===== src/hdl/cttl_pkg.sv =====
// Shared types and codes for the cut-to-length feed controller.
// No dependencies; imported by every module of the block.
package cttl_pkg;

    localparam int ENC_W     = 32;
    localparam int LEN_W     = 31;
    localparam int PART_W    = 16;
    localparam int OP_W      = 2;
    localparam int CFG_IDX_W = 1;
    localparam int CFG_DAT_W = 32;

    // item opcodes
    localparam logic [OP_W-1:0] OP_POLL  = 2'd0;
    localparam logic [OP_W-1:0] OP_START = 2'd1;
    localparam logic [OP_W-1:0] OP_CLEAR = 2'd2;

    // configuration register indexes
    localparam logic [CFG_IDX_W-1:0] CFG_CUT_LENGTH  = 1'b0;
    localparam logic [CFG_IDX_W-1:0] CFG_PART_TARGET = 1'b1;

    typedef struct packed {
        logic [OP_W-1:0]         op;
        logic                    knife_pin;
        logic                    dir_one_pin;
        logic                    dir_two_pin;
        logic                    hand_one_pin;
        logic                    hand_two_pin;
        logic                    emergency_pin;
        logic                    mode_pin;
        logic signed [ENC_W-1:0] encoder_count;
    } cttl_in_t;

    typedef struct packed {
        logic              gear_forward;
        logic              gear_reverse;
        logic              gear_fast;
        logic              buzzer;
        logic              running;
        logic              waiting_for_cut;
        logic [PART_W-1:0] parts_done;
    } cttl_out_t;

    typedef struct packed {
        logic [LEN_W-1:0]  cut_length;
        logic [PART_W-1:0] part_target;
    } cttl_cfg_t;

    // switches after polarity fix, all active high
    typedef struct packed {
        logic auto_mode;
        logic emerg;
        logic hand_two;
        logic hand_one;
        logic dir_two;
        logic dir_one;
        logic knife;
    } cttl_sw_t;

    typedef struct packed {
        logic buzz;
        logic fast;
        logic rev;
        logic fwd;
    } cttl_pins_t;

endpackage


===== src/hdl/cttl_core.sv =====
// Controller state and the per-word update logic of the feed controller.
// Depends on cttl_pkg.
module cttl_core
    import cttl_pkg::*;
(
    input  logic      aclk,
    input  logic      aresetn,
    input  logic      advance,
    input  cttl_in_t  item,
    input  cttl_cfg_t cfg,
    output cttl_out_t result
);

    cttl_sw_t          sw_reg, sw_next;
    logic              run_reg, run_next;
    logic              cw_reg, cw_next;
    logic              spd_reg, spd_next;
    logic              snd_reg, snd_next;
    logic [PART_W-1:0] pc_reg, pc_next;
    logic [ENC_W-1:0]  org_reg, org_next;
    cttl_pins_t        pins_reg, pins_next;

    cttl_sw_t          sw_smp;
    logic [ENC_W-1:0]  enc;
    logic              knife_cut;
    logic [ENC_W-1:0]  org_auto;
    logic [ENC_W-1:0]  diff;
    logic              reached;

    function automatic cttl_pins_t gear_run(cttl_pins_t p, cttl_sw_t s, logic spd, logic snd);
        cttl_pins_t r;
        r = p;
        if (!s.auto_mode) begin
            if (s.hand_one) begin
                if (s.dir_one) r.fwd = 1'b1;
                else           r.rev = 1'b1;
            end
            if (s.hand_two) begin
                if (s.dir_two) r.fwd = 1'b1;
                else           r.rev = 1'b1;
            end
        end else begin
            r.fwd = 1'b1;
        end
        r.fast = spd;
        r.buzz = snd;
        return r;
    endfunction

    function automatic cttl_pins_t gear_stop(logic snd);
        cttl_pins_t r;
        r      = '0;
        r.buzz = snd;
        return r;
    endfunction

    assign enc = $unsigned(item.encoder_count);

    always_comb begin
        sw_smp.knife     = ~item.knife_pin;
        sw_smp.dir_one   = item.dir_one_pin;
        sw_smp.dir_two   = item.dir_two_pin;
        sw_smp.hand_one  = ~item.hand_one_pin;
        sw_smp.hand_two  = ~item.hand_two_pin;
        sw_smp.emerg     = item.emergency_pin;
        sw_smp.auto_mode = ~item.mode_pin;
    end

    // knife stroke while waiting re-bases the origin before the length test
    assign knife_cut = sw_smp.knife && cw_reg;
    assign org_auto  = knife_cut ? enc : org_reg;
    assign diff      = enc - org_auto;
    assign reached   = !diff[ENC_W-1] && (diff[LEN_W-1:0] >= cfg.cut_length);

    always_comb begin
        sw_next   = sw_reg;
        run_next  = run_reg;
        cw_next   = cw_reg;
        spd_next  = spd_reg;
        snd_next  = snd_reg;
        pc_next   = pc_reg;
        org_next  = org_reg;
        pins_next = pins_reg;
        unique case (item.op)
            OP_POLL: begin
                sw_next = sw_smp;
                if (sw_smp.emerg) begin
                    snd_next  = 1'b0;
                    pins_next = gear_stop(1'b0);
                end
                if (sw_smp.knife) pins_next = gear_stop(snd_next);
                if (run_reg && sw_smp.auto_mode) begin
                    if (knife_cut) begin
                        cw_next  = 1'b0;
                        pc_next  = pc_reg + 1'b1;
                        snd_next = 1'b0;
                        if (pc_next != cfg.part_target)
                            pins_next = gear_run(pins_next, sw_smp, spd_next, 1'b0);
                        org_next = enc;
                    end
                    if (!cw_next && reached) begin
                        snd_next  = 1'b1;
                        pins_next = gear_stop(1'b1);
                        cw_next   = 1'b1;
                    end
                    if (pc_next == cfg.part_target) begin
                        run_next = 1'b0;
                        spd_next = 1'b1;
                    end
                end else if (!sw_smp.auto_mode) begin
                    if (sw_smp.knife) org_next = enc;
                    if (sw_smp.hand_one && sw_smp.hand_two)
                        pins_next = gear_stop(snd_next);
                    else if (sw_smp.hand_one || sw_smp.hand_two)
                        pins_next = gear_run(pins_next, sw_smp, spd_next, snd_next);
                    else
                        pins_next = gear_stop(snd_next);
                end
            end
            OP_START: begin
                // start uses the switches latched by the last poll
                run_next  = 1'b1;
                org_next  = enc;
                pins_next = gear_run(pins_reg, sw_reg, spd_reg, snd_reg);
            end
            OP_CLEAR: begin
                cw_next  = 1'b0;
                pc_next  = '0;
                org_next = '0;
            end
            default: begin
            end
        endcase
    end

    always_ff @(posedge aclk) begin
        if (!aresetn) begin
            sw_reg   <= '0;
            run_reg  <= 1'b0;
            cw_reg   <= 1'b0;
            spd_reg  <= 1'b0;
            snd_reg  <= 1'b0;
            pc_reg   <= '0;
            org_reg  <= '0;
            pins_reg <= '0;
        end else if (advance) begin
            sw_reg   <= sw_next;
            run_reg  <= run_next;
            cw_reg   <= cw_next;
            spd_reg  <= spd_next;
            snd_reg  <= snd_next;
            pc_reg   <= pc_next;
            org_reg  <= org_next;
            pins_reg <= pins_next;
        end
    end

    always_comb begin
        result.gear_forward    = pins_next.fwd;
        result.gear_reverse    = pins_next.rev;
        result.gear_fast       = pins_next.fast;
        result.buzzer          = pins_next.buzz;
        result.running         = run_next;
        result.waiting_for_cut = cw_next;
        result.parts_done      = pc_next;
    end

    // speed select, once set, is only cleared by reset
    a_spd_sticky: assert property (@(posedge aclk) disable iff (!aresetn)
        spd_reg |=> spd_reg)
        else $error("speed flag dropped");

    // state only moves when a word is processed
    a_hold_idle: assert property (@(posedge aclk) disable iff (!aresetn)
        !advance |=> $stable(pc_reg) && $stable(cw_reg) && $stable(pins_reg))
        else $error("state changed without a word");

    // part count only steps by one, or goes back to zero on clear
    a_pc_step: assert property (@(posedge aclk) disable iff (!aresetn)
        advance |=> (pc_reg == $past(pc_reg)) || (pc_reg == $past(pc_reg) + 1'b1)
                    || (pc_reg == '0))
        else $error("part count jumped");

endmodule


===== src/hdl/cut_to_length_feed_controller_unit.sv =====
// Result path: input register, then result register, from input acceptance to result valid.
// Throughput: one word per cycle, sustained, when the result side keeps m_ready high.
// A word in the input register moves on whenever the result register is empty or being read.
// Reset: aresetn synchronous, active low; clears both stages, all control flags,
// the part counter, the cut origin, the drive pins and both config registers.
module cut_to_length_feed_controller_unit
    import cttl_pkg::*;
(
    input  logic                 aclk,
    input  logic                 aresetn,

    // poll / start / clear words
    input  logic                 s_valid,
    output logic                 s_ready,
    input  cttl_in_t             s_data,

    // one result word per input word
    output logic                 m_valid,
    input  logic                 m_ready,
    output cttl_out_t            m_data,

    // register writes
    input  logic                 cfg_valid,
    output logic                 cfg_ready,
    input  logic [CFG_IDX_W-1:0] cfg_index,
    input  logic [CFG_DAT_W-1:0] cfg_data
);

    // input stage
    logic              in_valid_reg, in_valid_next;
    cttl_in_t          in_data_reg;

    // result stage
    logic              out_valid_reg, out_valid_next;
    cttl_out_t         out_data_reg;

    // live configuration; read by the core each word
    logic [LEN_W-1:0]  cut_length_reg;
    logic [PART_W-1:0] part_target_reg;

    logic              out_free;
    logic              advance;
    logic              s_take;
    cttl_cfg_t         cfg;
    cttl_out_t         result;

    // the result slot frees up in the same cycle it is read
    assign out_free = !out_valid_reg || m_ready;
    assign advance  = in_valid_reg && out_free;
    assign s_ready  = !in_valid_reg || advance;
    assign s_take   = s_valid && s_ready;

    assign cfg_ready = 1'b1;

    assign cfg.cut_length  = cut_length_reg;
    assign cfg.part_target = part_target_reg;

    cttl_core u_core (
        .aclk    (aclk),
        .aresetn (aresetn),
        .advance (advance),
        .item    (in_data_reg),
        .cfg     (cfg),
        .result  (result)
    );

    always_comb begin
        in_valid_next  = s_take || (in_valid_reg && !advance);
        out_valid_next = advance || (out_valid_reg && !m_ready);
    end

    always_ff @(posedge aclk) begin
        if (!aresetn) begin
            in_valid_reg  <= 1'b0;
            out_valid_reg <= 1'b0;
        end else begin
            in_valid_reg  <= in_valid_next;
            out_valid_reg <= out_valid_next;
        end
    end

    // payload registers: no reset needed
    always_ff @(posedge aclk) begin
        if (s_take)  in_data_reg  <= s_data;
        if (advance) out_data_reg <= result;
    end

    always_ff @(posedge aclk) begin
        if (!aresetn) begin
            cut_length_reg  <= '0;
            part_target_reg <= '0;
        end else if (cfg_valid) begin
            unique case (cfg_index)
                CFG_CUT_LENGTH:  cut_length_reg  <= cfg_data[LEN_W-1:0];
                CFG_PART_TARGET: part_target_reg <= cfg_data[PART_W-1:0];
                default: begin
                end
            endcase
        end
    end

    assign m_valid = out_valid_reg;
    assign m_data  = out_data_reg;

    // a word held in the input stage is never dropped while the result side stalls
    a_in_hold: assert property (@(posedge aclk) disable iff (!aresetn)
        in_valid_reg && !out_free |=> in_valid_reg && $stable(in_data_reg))
        else $error("input word lost under stall");

    // a waiting result is never overwritten
    a_out_hold: assert property (@(posedge aclk) disable iff (!aresetn)
        out_valid_reg && !m_ready |=> out_valid_reg && $stable(out_data_reg))
        else $error("result word overwritten");

    // each processed word produces a visible result next cycle
    a_advance_out: assert property (@(posedge aclk) disable iff (!aresetn)
        advance |=> out_valid_reg)
        else $error("result missing after processing");

endmodule

===== config.mk =====
export PLATFORM = sky130hd
export DESIGN_NAME = cut_to_length_feed_controller_unit
export DESIGN_NICKNAME = d
export VERILOG_FILES = /design/src/hdl/cttl_pkg.sv /design/src/hdl/cttl_core.sv /design/src/hdl/cut_to_length_feed_controller_unit.sv
export SDC_FILE = /design/constraint.sdc
export NUM_CORES = 1
export LEC_CHECK = 0
export BUFFER_PORTS_ARGS = -buffer_cell sky130_fd_sc_hd__buf_2
export CAP_MARGIN = 5
export CORE_MARGIN = 2
export CORE_UTILIZATION = 45
export DETAILED_ROUTE_END_ITERATION = 8
export GPL_ROUTABILITY_DRIVEN = 0
export MAX_ROUTING_LAYER = met4
export PLACE_DENSITY_LB_ADDON = 0.08
export SYNTH_ARGS = -nofsm -noshare
export SYNTH_HDL_FRONTEND = slang
export SYNTH_HIERARCHICAL = 1
export SYNTH_SLANG_ARGS = --single-unit

===== constraint.sdc =====
create_clock -name aclk -period 7 [get_ports aclk]
set_input_delay 0.35 -clock aclk [delete_from_list [all_inputs] [get_ports aclk]]
set_output_delay 0.35 -clock aclk [all_outputs]
set_load 0.01 [all_outputs]

==> impl_metrics.json, run 1 <==
{
  "clockBufferDepth": 2,
  "synth_mux_area_frac": 0.06530,
  "cts.sinks": 173,
  "setup_tns_ns": 0,
  "rows": 56,
  "seqCellArea_sq_um": 4094,
  "relSlewSlack": 0.2283,
  "port_buffers": 101,
  "layout-drive-gt1-share": 0.1229,
  "report.final.setup_viol": 0,
  "grt_pass1_wl_um": 44370,
  "drc": 0,
  "synthAdderAreaFrac": 0.06875,
  "synth_area_sq_um": 10880,
  "worst_pin_slew_ns": 1.155,
  "drtPass1Iterations": 5,
  "grt_max_degree": 75,
  "die_h_um": 159.5,
  "worstSetupPathType": "reg2reg",
  "syn_to_final_growth_pct": 11.28,
  "core_sq_um": 23610,
  "rsz0062_at_grt": "no",
  "critPathLaunchType": "flip-flop",
  "via_count": 9093,
  "ir_drop_mv": 0.1104,
  "rr_startpoint": "u_core/cw_reg",
  "grt_usage": 0.2211,
  "yosys_warnings": 6,
  "power.leakage_nw": 4.505,
  "clk_pin_slew_ns": 0.07,
  "synthArstFlopShare": 0,
  "die_w_um": 159.5,
  "largest_reg_flops": 41,
  "die_area_sq_um": 25450,
  "avgRoutedWirePerCell_um": 16.90,
  "synth_cell_types": 83,
  "drv_slew": 0,
  "start_util": 0.4609,
  "drt_iter0_markers": 480,
  "synth_area_per_cell_sq_um": 8.748,
  "end_kind": "flip-flop",
  "post-cts-setup-buffers": 0,
  "clock_latency_ns": 0.43,
  "root_buffer": "clkbuf_16",
  "synth_edf_count": 63,
  "r2r-end": "m_data[18]",
  "postRouteAntennaNets": 0,
  "syn_nets": 1382,
  "synth-seq-cells": 173,
  "holdBufCountCts": 0,
  "instances_no_fill": 1629,
  "antenna_found_initial": 0,
  "synth_top_family_by_area": "compound AO/OA/AOI/OAI gates",
  "hp-start": "s_data[26]",
  "post-route-period-util": 0.8663,
  "ioPinCount": 104,
  "htree_levels": 4,
  "utilization": 0.5129,
  "dp.cells": 1597,
  "min_to": "in_data_reg[26]",
  "yosys.area_share.simple": 0.1769,
  "holdPathStages": 1,
  "cts_made_buffers": 17,
  "drv_cap": 0,
  "grt_pass1_vias": 8699,
  "hpwl_um": 19670,
  "cts_tree": "done",
  "synth_compound_area_frac": 0.2007,
  "run_status": "finished, final reports clean",
  "synth_seq_area_share": 0.3762,
  "fillers": 2299,
  "fmax_mhz": 164.9,
  "n_antenna_cell": 0,
  "pwr_density_cell_nw_per_um2": 217.9,
  "synthXorXnorAreaFrac": 0.05875,
  "hold_path.class": "in2reg",
  "viasPerCell": 5.582,
  "ys.flop_type": "dfxtp_1",
  "finalHoldViolations": 0,
  "worst-r2r-cell-count": 22,
  "fin_crit_ns": 6.064,
  "cp.arrival_ns": 6.35,
  "overflow": 0,
  "whs_ns": 0.09630,
  "cp_max_fo": 34,
  "multi_input_area_sq_um": 6270,
  "finalPower_mw": 2.639,
  "synthCells": 1244,
  "ctsResizeCount": 0,
  "skew_ns": 0.009813,
  "regToRegSetupSlack_ns": 0.94,
  "wirelength_um": 27530,
  "finalNetCount": 1435,
  "cp_data_required_time_ns": 7.28
}
## final cells by class
cell class | instances | area share
multi-input combinational | 940 | 0.5177
sequential | 173 | 0.3381
clock buffer | 23 | 0.03781
timing repair buffer | 109 | 0.04670
tap | 319 | 0.03296
clock inverter | 9 | 0.009402
inverter | 56 | 0.01736
## routing by layer
metal,up-vias,share of wire,global-route usage
met5,-,0,-
met4,0,0.033,0.08884
met3,35,0.031,0.03048
met2,200,0.47,0.3672
met1,4254,0.46,0.2717
li1,4604,-,-
## where the power goes
group	switching, mW	total, mW	internal (mW)
clock network	0.405	0.943	0.538
logic	0.332	0.563	0.232
registers	0.0402	1.13	1.09
## how the worst max path moves through the flow
stage                    startpoint          to  slack, ns  cells past startpoint
global placement    in_data_reg[38]  m_data[18]       1.10                     22
finish                u_core/cw_reg  m_data[18]       0.94                     22
CTS                 in_data_reg[38]  m_data[18]       0.99                     22
detailed placement  in_data_reg[38]  m_data[18]       1.03                     22
floorplan             u_core/cw_reg  m_data[21]       1.49                     25
global route          u_core/cw_reg  m_data[18]       0.46                     22
## metrics by stage
step / setup slack, ns / instance area (sq um)
after global routing: 0.4622 / 12110
after CTS: 0.9946 / 12110
after global placement: 1.100 / 11540
final: 0.9361 / 12110
after floorplan: 1.495 / 10880
after detailed placement: 1.034 / 11540
## critical path, cell delays in order, from the launching register on
cell and delay (ns):
dfxtp_1 0.47, nor2b_4 0.28, buf_4 0.49, mux2i_1 0.32
ha_1 0.33, o21a_1 0.20, o2bb2ai_1 0.14, a32oi_1 0.08
a22oi_2 0.35, o2111a_1 0.28, o221ai_2 0.15, a21oi_1 0.27
xnor2_1 0.16, ha_1 0.32, nand4_1 0.16, nor4_1 0.52
o211ai_1 0.16, a21oi_1 0.13, o21ai_0 0.24, a21oi_1 0.23
o21ai_1 0.15, a41oi_1 0.30, nand2b_1 0.16
## cell usage in the layout (no fill, tap or decap), drive strengths merged, types with 4 or more instances in the layout
cell type,synthesis,final
buf,29,109
o21a,9,9
o31ai,15,15
a41oi,4,4
nand3,29,29
edfxtp,63,63
nor3b,7,7
a211oi,51,51
o31a,4,4
or3,5,5
clkbuf,46,23
xnor2,45,45
inv,56,57
nand2b,19,19
a31oi,14,14
a22oi,5,5
and2,7,7
a21oi,100,100
ha,59,59
a21boi,4,4
nand2,163,163
mux2i,71,71
dfxtp,110,110
and4,7,7
nor4,6,6
o2111ai,5,5
nor2,99,99
a21o,17,17
o22ai,6,6
o211ai,7,7
nand4,16,16
nor3,16,16
o21ai,50,50
a311oi,4,4
nor2b,20,20
xor2,28,28
## Yosys cell counts, types with 7 or more instances
cell type / count / share of area
nand2_1: 163 / 0.056
dfxtp_1: 110 / 0.20
a21oi_1: 100 / 0.046
nor2_1: 99 / 0.034
mux2i_1: 71 / 0.065
edfxtp_1: 63 / 0.17
ha_1: 59 / 0.068
inv_1: 55 / 0.019
a211oi_1: 50 / 0.034
clkbuf_1: 46 / 0.016
xnor2_1: 45 / 0.036
o21ai_0: 44 / 0.020
nand3_1: 29 / 0.013
xor2_1: 28 / 0.023
nor2b_1: 20 / 0.011
nand2b_1: 18 / 0.010
a21o_1: 17 / 0.012
nand4_1: 15 / 0.0086
o31ai_1: 15 / 0.010
a31oi_1: 14 / 0.0080
buf_2: 14 / 0.0064
nor3_1: 14 / 0.0064
o21a_1: 9 / 0.0062
and2_1: 7 / 0.0040
and4_1: 7 / 0.0056
buf_6: 7 / 0.0072
o211ai_1: 7 / 0.0048
## logic make-up (layout without fill, tap and decap cells)
logic type               after synthesis  count (layout)
other                                  1               1
XOR/XNOR                              73              73
AND/OR/NAND/NOR                      407             407
flip-flops                           173             173
adder cells (fa/ha/maj)               60              60
buffers and inverters                131             197
multiplexers                          71              71
AO/OA/AOI/OAI                        328             328
(Power assumes the default switching activity.)
==> inputs of run 2 (changes only) <==
--- a/config.mk
+++ b/config.mk
@@ -8,11 +8,13 @@
 export BUFFER_PORTS_ARGS = -buffer_cell sky130_fd_sc_hd__buf_2
 export CAP_MARGIN = 5
 export CORE_MARGIN = 2
-export CORE_UTILIZATION = 45
+export CORE_UTILIZATION = 35
 export DETAILED_ROUTE_END_ITERATION = 8
 export GPL_ROUTABILITY_DRIVEN = 0
+export HOLD_SLACK_MARGIN = 0.1
 export MAX_ROUTING_LAYER = met4
 export PLACE_DENSITY_LB_ADDON = 0.08
+export RECOVER_POWER = 100
 export SYNTH_ARGS = -nofsm -noshare
 export SYNTH_HDL_FRONTEND = slang
 export SYNTH_HIERARCHICAL = 1
==> impl_metrics.json, run 2 (synthesized netlist as in run 1, its figures left out) <==
{
  "cpMostUsedCell": "a21oi_1",
  "setup_tns_ns": 0,
  "cpPeakStageDelay_ns": 0.54,
  "viasPerCell": 5.254,
  "clockBufferDepth": 2,
  "fin_crit_ns": 6.180,
  "die_w_um": 180.3,
  "cpLargestDelayFamily": "compound AO/OA/AOI/OAI gates",
  "crit_start": "u_core/cw_reg",
  "cts_tree": "done",
  "ioPinCount": 104,
  "holdBufCountCts": 41,
  "cp_cell_sequence": "nor2b_4, buf_4, mux2i_1, ha_1, o21a_1, o2bb2ai_1, a32oi_1, a22oi_1, o2111a_1, o221ai_2, a21oi_1, xnor2_1, ha_1, nand4_1, nor4_1, o211ai_1, a21oi_1, o21ai_0, a21oi_1, o21ai_1, nand4_2, o21ai_0",
  "overflow": 0,
  "violations": "max-capacitance violations, max-slew violations",
  "rr_startpoint": "u_core/cw_reg",
  "drtPass1Iterations": 5,
  "n_antenna_cell": 0,
  "clk_pin_slew_ns": 0.08,
  "drv_slew": 243,
  "cp_max_fo": 33,
  "hp-start": "cfg_data[29]",
  "cts_made_buffers": 17,
  "htree_levels": 4,
  "largest_reg_flops": 41,
  "wirelength_um": 30060,
  "hold_path.class": "in2reg",
  "fillers": 3082,
  "worst_pin_slew_ns": 2.490,
  "clock_latency_ns": 0.46,
  "power.leakage_nw": 4.599,
  "postRouteAntennaNets": 0,
  "syn_to_final_growth_pct": 15.61,
  "antenna_found_initial": 0,
  "report.final.setup_viol": 0,
  "end_kind": "flip-flop",
  "via_count": 9200,
  "grt_pass1_vias": 8849,
  "finalNetCount": 1480,
  "worstSetupPathType": "reg2reg",
  "cts.sinks": 173,
  "rows": 64,
  "finalHoldViolations": 0,
  "root_buffer": "clkbuf_16",
  "rsz0062_at_grt": "no",
  "ir_drop_mv": 0.1656,
  "post-route-period-util": 0.8828,
  "fmax_mhz": 161.8,
  "layout-drive-gt1-share": 0.09889,
  "grt_usage": 0.1915,
  "grt_pass1_wl_um": 48120,
  "start_util": 0.3558,
  "post-cts-setup-buffers": 0,
  "critPathBufInv": 1,
  "ctsResizeCount": 0,
  "cp_data_required_time_ns": 7.18,
  "critPathLaunchType": "flip-flop",
  "cpMaxStageDelayCell": "nor4_1",
  "skew_ns": 0.02145,
  "relSlewSlack": -0.6601,
  "finalPower_mw": 2.682,
  "core_sq_um": 30590,
  "drc": 0,
  "drv_cap": 7,
  "grt_max_degree": 55,
  "pwr_density_cell_nw_per_um2": 213.2,
  "final_cell_mix": "163 x nand2_1, 110 x dfxtp_1, 99 x nor2_1, 98 x a21oi_1, 74 x buf_2",
  "avgRoutedWirePerCell_um": 17.16,
  "cp.arrival_ns": 6.36,
  "layout_commonest_cell": "nand2_1",
  "hpwl_um": 21310,
  "port_buffers": 101,
  "run_status": "complete, but fails checks",
  "die_h_um": 180.3,
  "die_area_sq_um": 32520,
  "drt_iter0_markers": 441
}
==> run 2: cell types whose count changed in the layout (fill, tap and decap cells not counted), moves of 2 or more <==
cell and change:
dlygate4sd3_1 +41, clkbuf_1 +28, buf_2 -27, inv_6 +4
o21ai_0 +3, o21ai_1 -3, buf_4 -2, inv_8 +2
==> run 2: routing by layer <==
layer | share of wire | vias to the layer above | global-route usage
li1 | - | 4690 | -
met1 | 0.47 | 4333 | 0.2375
met2 | 0.48 | 146 | 0.3202
met3 | 0.026 | 31 | 0.02749
met4 | 0.021 | 0 | 0.06387
met5 | 0 | - | -
==> run 2: path summary, 6_finish.rpt <==
check                           slack (ns)  depth (start not counted)                  to
worst min-delay path                  0.13                          3  cut_length_reg[29]
worst max-delay path                  0.82                         22          m_data[19]
worst max register to register        0.82                         22          m_data[19]
worst min register to register        0.46                          2  cut_length_reg[19]
==> run 2: through the flow <==
| stage | instances | util | hold slack, ns | area, sq um | setup WS [ns] |
|---|---|---|---|---|---|
| 6_report | 1751 | 0.4113 | 0.1294 | 12580 | 0.8203 |
| 2_1_floorplan | 1244 | - | 0.4336 | 10880 | 1.495 |
| 5_1_grt | 1751 | 0.4113 | 0.1325 | 12580 | 0.3296 |
| 3_3_place_gp | 1678 | 0.3813 | 0.4447 | 11660 | 1.133 |
| 4_1_cts | 1751 | 0.4138 | 0.1117 | 12660 | 1.005 |
| 3_5_place_dp | 1678 | 0.3813 | 0.4468 | 11660 | 1.068 |
==> run 2: worst register-to-register path: stages (launching register included) <==
cell and delay (ns):
dfxtp_1 0.48, nor2b_4 0.23, buf_4 0.43, mux2i_1 0.29, ha_1 0.33, o21a_1 0.21
o2bb2ai_1 0.14, a32oi_1 0.07, a22oi_1 0.53, o2111a_1 0.31, o221ai_2 0.15, a21oi_1 0.28
xnor2_1 0.18, ha_1 0.32, nand4_1 0.15, nor4_1 0.54, o211ai_1 0.17, a21oi_1 0.14
o21ai_0 0.22, a21oi_1 0.23, o21ai_1 0.16, nand4_2 0.20, o21ai_0 0.13
==> run 2: layout make-up <==
type	instances	area (sq um)	share of cell area
tap	396	495.5	0.03938
clock buffer	17	425.4	0.03381
sequential	173	4094	0.3254
timing repair buffer	154	949.7	0.07548
multi-input combinational	940	6250	0.4967
inverter	56	210.2	0.01671
clock inverter	15	157.7	0.01253
==> run 2: report_power, final <==
group | internal, mW | switching [mW] | leakage (nW)
Clock | 0.503 | 0.464 | 0.279
Sequential | 1.09 | 0.0414 | 1.50
Combinational | 0.244 | 0.336 | 2.82
==> inputs of run 3 (changes only) <==
--- a/config.mk
+++ b/config.mk
@@ -5,11 +5,11 @@
 export SDC_FILE = /design/constraint.sdc
 export NUM_CORES = 1
 export LEC_CHECK = 0
-export BUFFER_PORTS_ARGS = -buffer_cell sky130_fd_sc_hd__buf_2
 export CAP_MARGIN = 5
 export CORE_MARGIN = 2
 export CORE_UTILIZATION = 35
 export DETAILED_ROUTE_END_ITERATION = 8
+export DONT_BUFFER_PORTS = 1
 export GPL_ROUTABILITY_DRIVEN = 0
 export HOLD_SLACK_MARGIN = 0.1
 export MAX_ROUTING_LAYER = met4
==> impl_metrics.json, run 3 (synthesized netlist as in run 1, its figures left out) <==
{
  "run_status": "complete, but fails checks",
  "violations": "max-capacitance violations, max-slew violations",
  "die_area_sq_um": 32520,
  "ioPinCount": 104,
  "clk_pin_slew_ns": 0.08,
  "htree_levels": 4,
  "hpwl_um": 21310,
  "layout-drive-gt1-share": 0.04595,
  "clockBufferDepth": 2,
  "cp_max_fo": 30,
  "cp_data_required_time_ns": 7.19,
  "via_count": 8963,
  "ir_drop_mv": 0.1551,
  "grt_usage": 0.1934,
  "place_area_sq_um": 11150,
  "viasPerCell": 5.335,
  "drc": 0,
  "clock_latency_ns": 0.46,
  "regToRegSetupSlack_ns": 0.78,
  "antenna_found_initial": 0,
  "relSlewSlack": -0.6183,
  "hp-start": "aresetn",
  "drv_slew": 183,
  "overflow": 0,
  "whs_ns": 0.1100,
  "worstSetupPathType": "reg2reg",
  "grt_pass1_wl_um": 48150,
  "ctsResizeCount": 0,
  "post-route-period-util": 0.8879,
  "fin_crit_ns": 6.216,
  "report.final.setup_viol": 0,
  "drv_cap": 5,
  "r2r-end": "m_data[20]",
  "cts.sinks": 173,
  "power.leakage_nw": 4.392,
  "die_h_um": 180.3,
  "root_buffer": "clkbuf_16",
  "setup_tns_ns": 0,
  "port_buffers": 0,
  "fillers": 3159,
  "die_w_um": 180.3,
  "cts_made_buffers": 17,
  "cts_tree": "done",
  "skew_ns": 0.01436,
  "start_util": 0.3558,
  "finalNetCount": 1409,
  "grt_max_degree": 78,
  "pwr_density_cell_nw_per_um2": 212.7,
  "post-cts-setup-buffers": 0,
  "dp.cells": 1576,
  "cp.arrival_ns": 6.41,
  "postRouteAntennaNets": 0,
  "holdPathStages": 2,
  "syn_to_final_growth_pct": 13.89,
  "finalPower_mw": 2.636,
  "drtPass1Iterations": 5,
  "worst_pin_slew_ns": 2.427,
  "finalHoldViolations": 0,
  "wirelength_um": 30570,
  "fmax_mhz": 160.9,
  "largest_reg_flops": 41,
  "avgRoutedWirePerCell_um": 18.20,
  "hold_path.class": "in2reg",
  "min_to": "part_target_reg[3]",
  "grt_pass1_vias": 8557,
  "stdcell_area_sq_um": 12390,
  "rr_startpoint": "in_data_reg[38]",
  "rows": 64,
  "instances_no_fill": 1680,
  "worst-r2r-cell-count": 21,
  "n_antenna_cell": 0,
  "final_cell_mix": "163 x nand2_1, 110 x dfxtp_1, 99 x nor2_1, 98 x a21oi_1",
  "critPathLaunchType": "flip-flop",
  "end_kind": "flip-flop",
  "core_sq_um": 30590,
  "rsz0062_at_grt": "no",
  "layout_commonest_cell": "nand2_1",
  "drt_iter0_markers": 576
}
run 3: where the power goes:
part | internal (mW) | switching, mW
registers | 1.09 | 0.0453
clock network | 0.488 | 0.439
logic | 0.241 | 0.328
run 3: metal layers:
| layer | GRT usage | wire, um | part of all wire | vias to the layer above |
|---|---|---|---|---|
| li1 | - | - | - | 4557 |
| met1 | 0.2391 | 13840 | 0.45 | 4232 |
| met2 | 0.3290 | 15440 | 0.51 | 145 |
| met3 | 0.02749 | 848 | 0.028 | 29 |
| met4 | 0.05484 | 439 | 0.014 | 0 |
| met5 | - | 0 | 0 | - |
run 3: layout make-up:
cell class                 count  area, sq um  area share
clock buffer                  21        471.7     0.03806
multi-input combinational    940         6242      0.5036
timing repair buffer          83        798.3     0.06441
inverter                      56        210.2     0.01696
sequential                   173         4094      0.3303
tap                          396        495.5     0.03998
clock inverter                11        82.58    0.006663
run 3: per-stage QoR:
| stage | setup slack, ns | util |
|---|---|---|
| 5_1_grt | 0.3214 | 0.4052 |
| 3_3_place_gp | 1.170 | 0.3646 |
| 4_1_cts | 1.049 | 0.4068 |
| 2_1_floorplan | 1.495 | - |
| 6_report | 0.7844 | 0.4052 |
| 3_5_place_dp | 1.095 | 0.3646 |
run 3: timing repair:
action	in CTS	in global routing
endpoints found under the hold margin	96	0
hold buffers	72	0
endpoints found under the setup margin	0	0
run 3: worst max-delay path by stage:
stage	startpoint	to	slack (ns)	cells past startpoint
detailed placement	in_data_reg[38]	m_data[20]	1.10	21
global placement	in_data_reg[38]	m_data[20]	1.17	21
finish	in_data_reg[38]	m_data[20]	0.78	21
floorplan	u_core/cw_reg	m_data[21]	1.49	25
CTS	in_data_reg[38]	m_data[20]	1.05	21
global route	in_data_reg[38]	m_data[18]	0.32	21
run 3: critical path: stages, from the launching register on:
cell and delay [ns]:
edfxtp_1 0.50, nand2b_2 0.58, o21ai_0 0.44, ha_1 0.26, inv_1 0.08, ha_1 0.17
a21oi_1 0.26, o311ai_1 0.18, a22oi_2 0.32, o2111a_1 0.31, o221ai_2 0.16, a21oi_1 0.30
nor4bb_1 0.10, a311o_1 0.33, ha_1 0.30, nand4_1 0.11, nor3_1 0.43, o21ai_0 0.36
a21oi_1 0.24, o21ai_1 0.16, nand4_2 0.22, o21ai_1 0.11
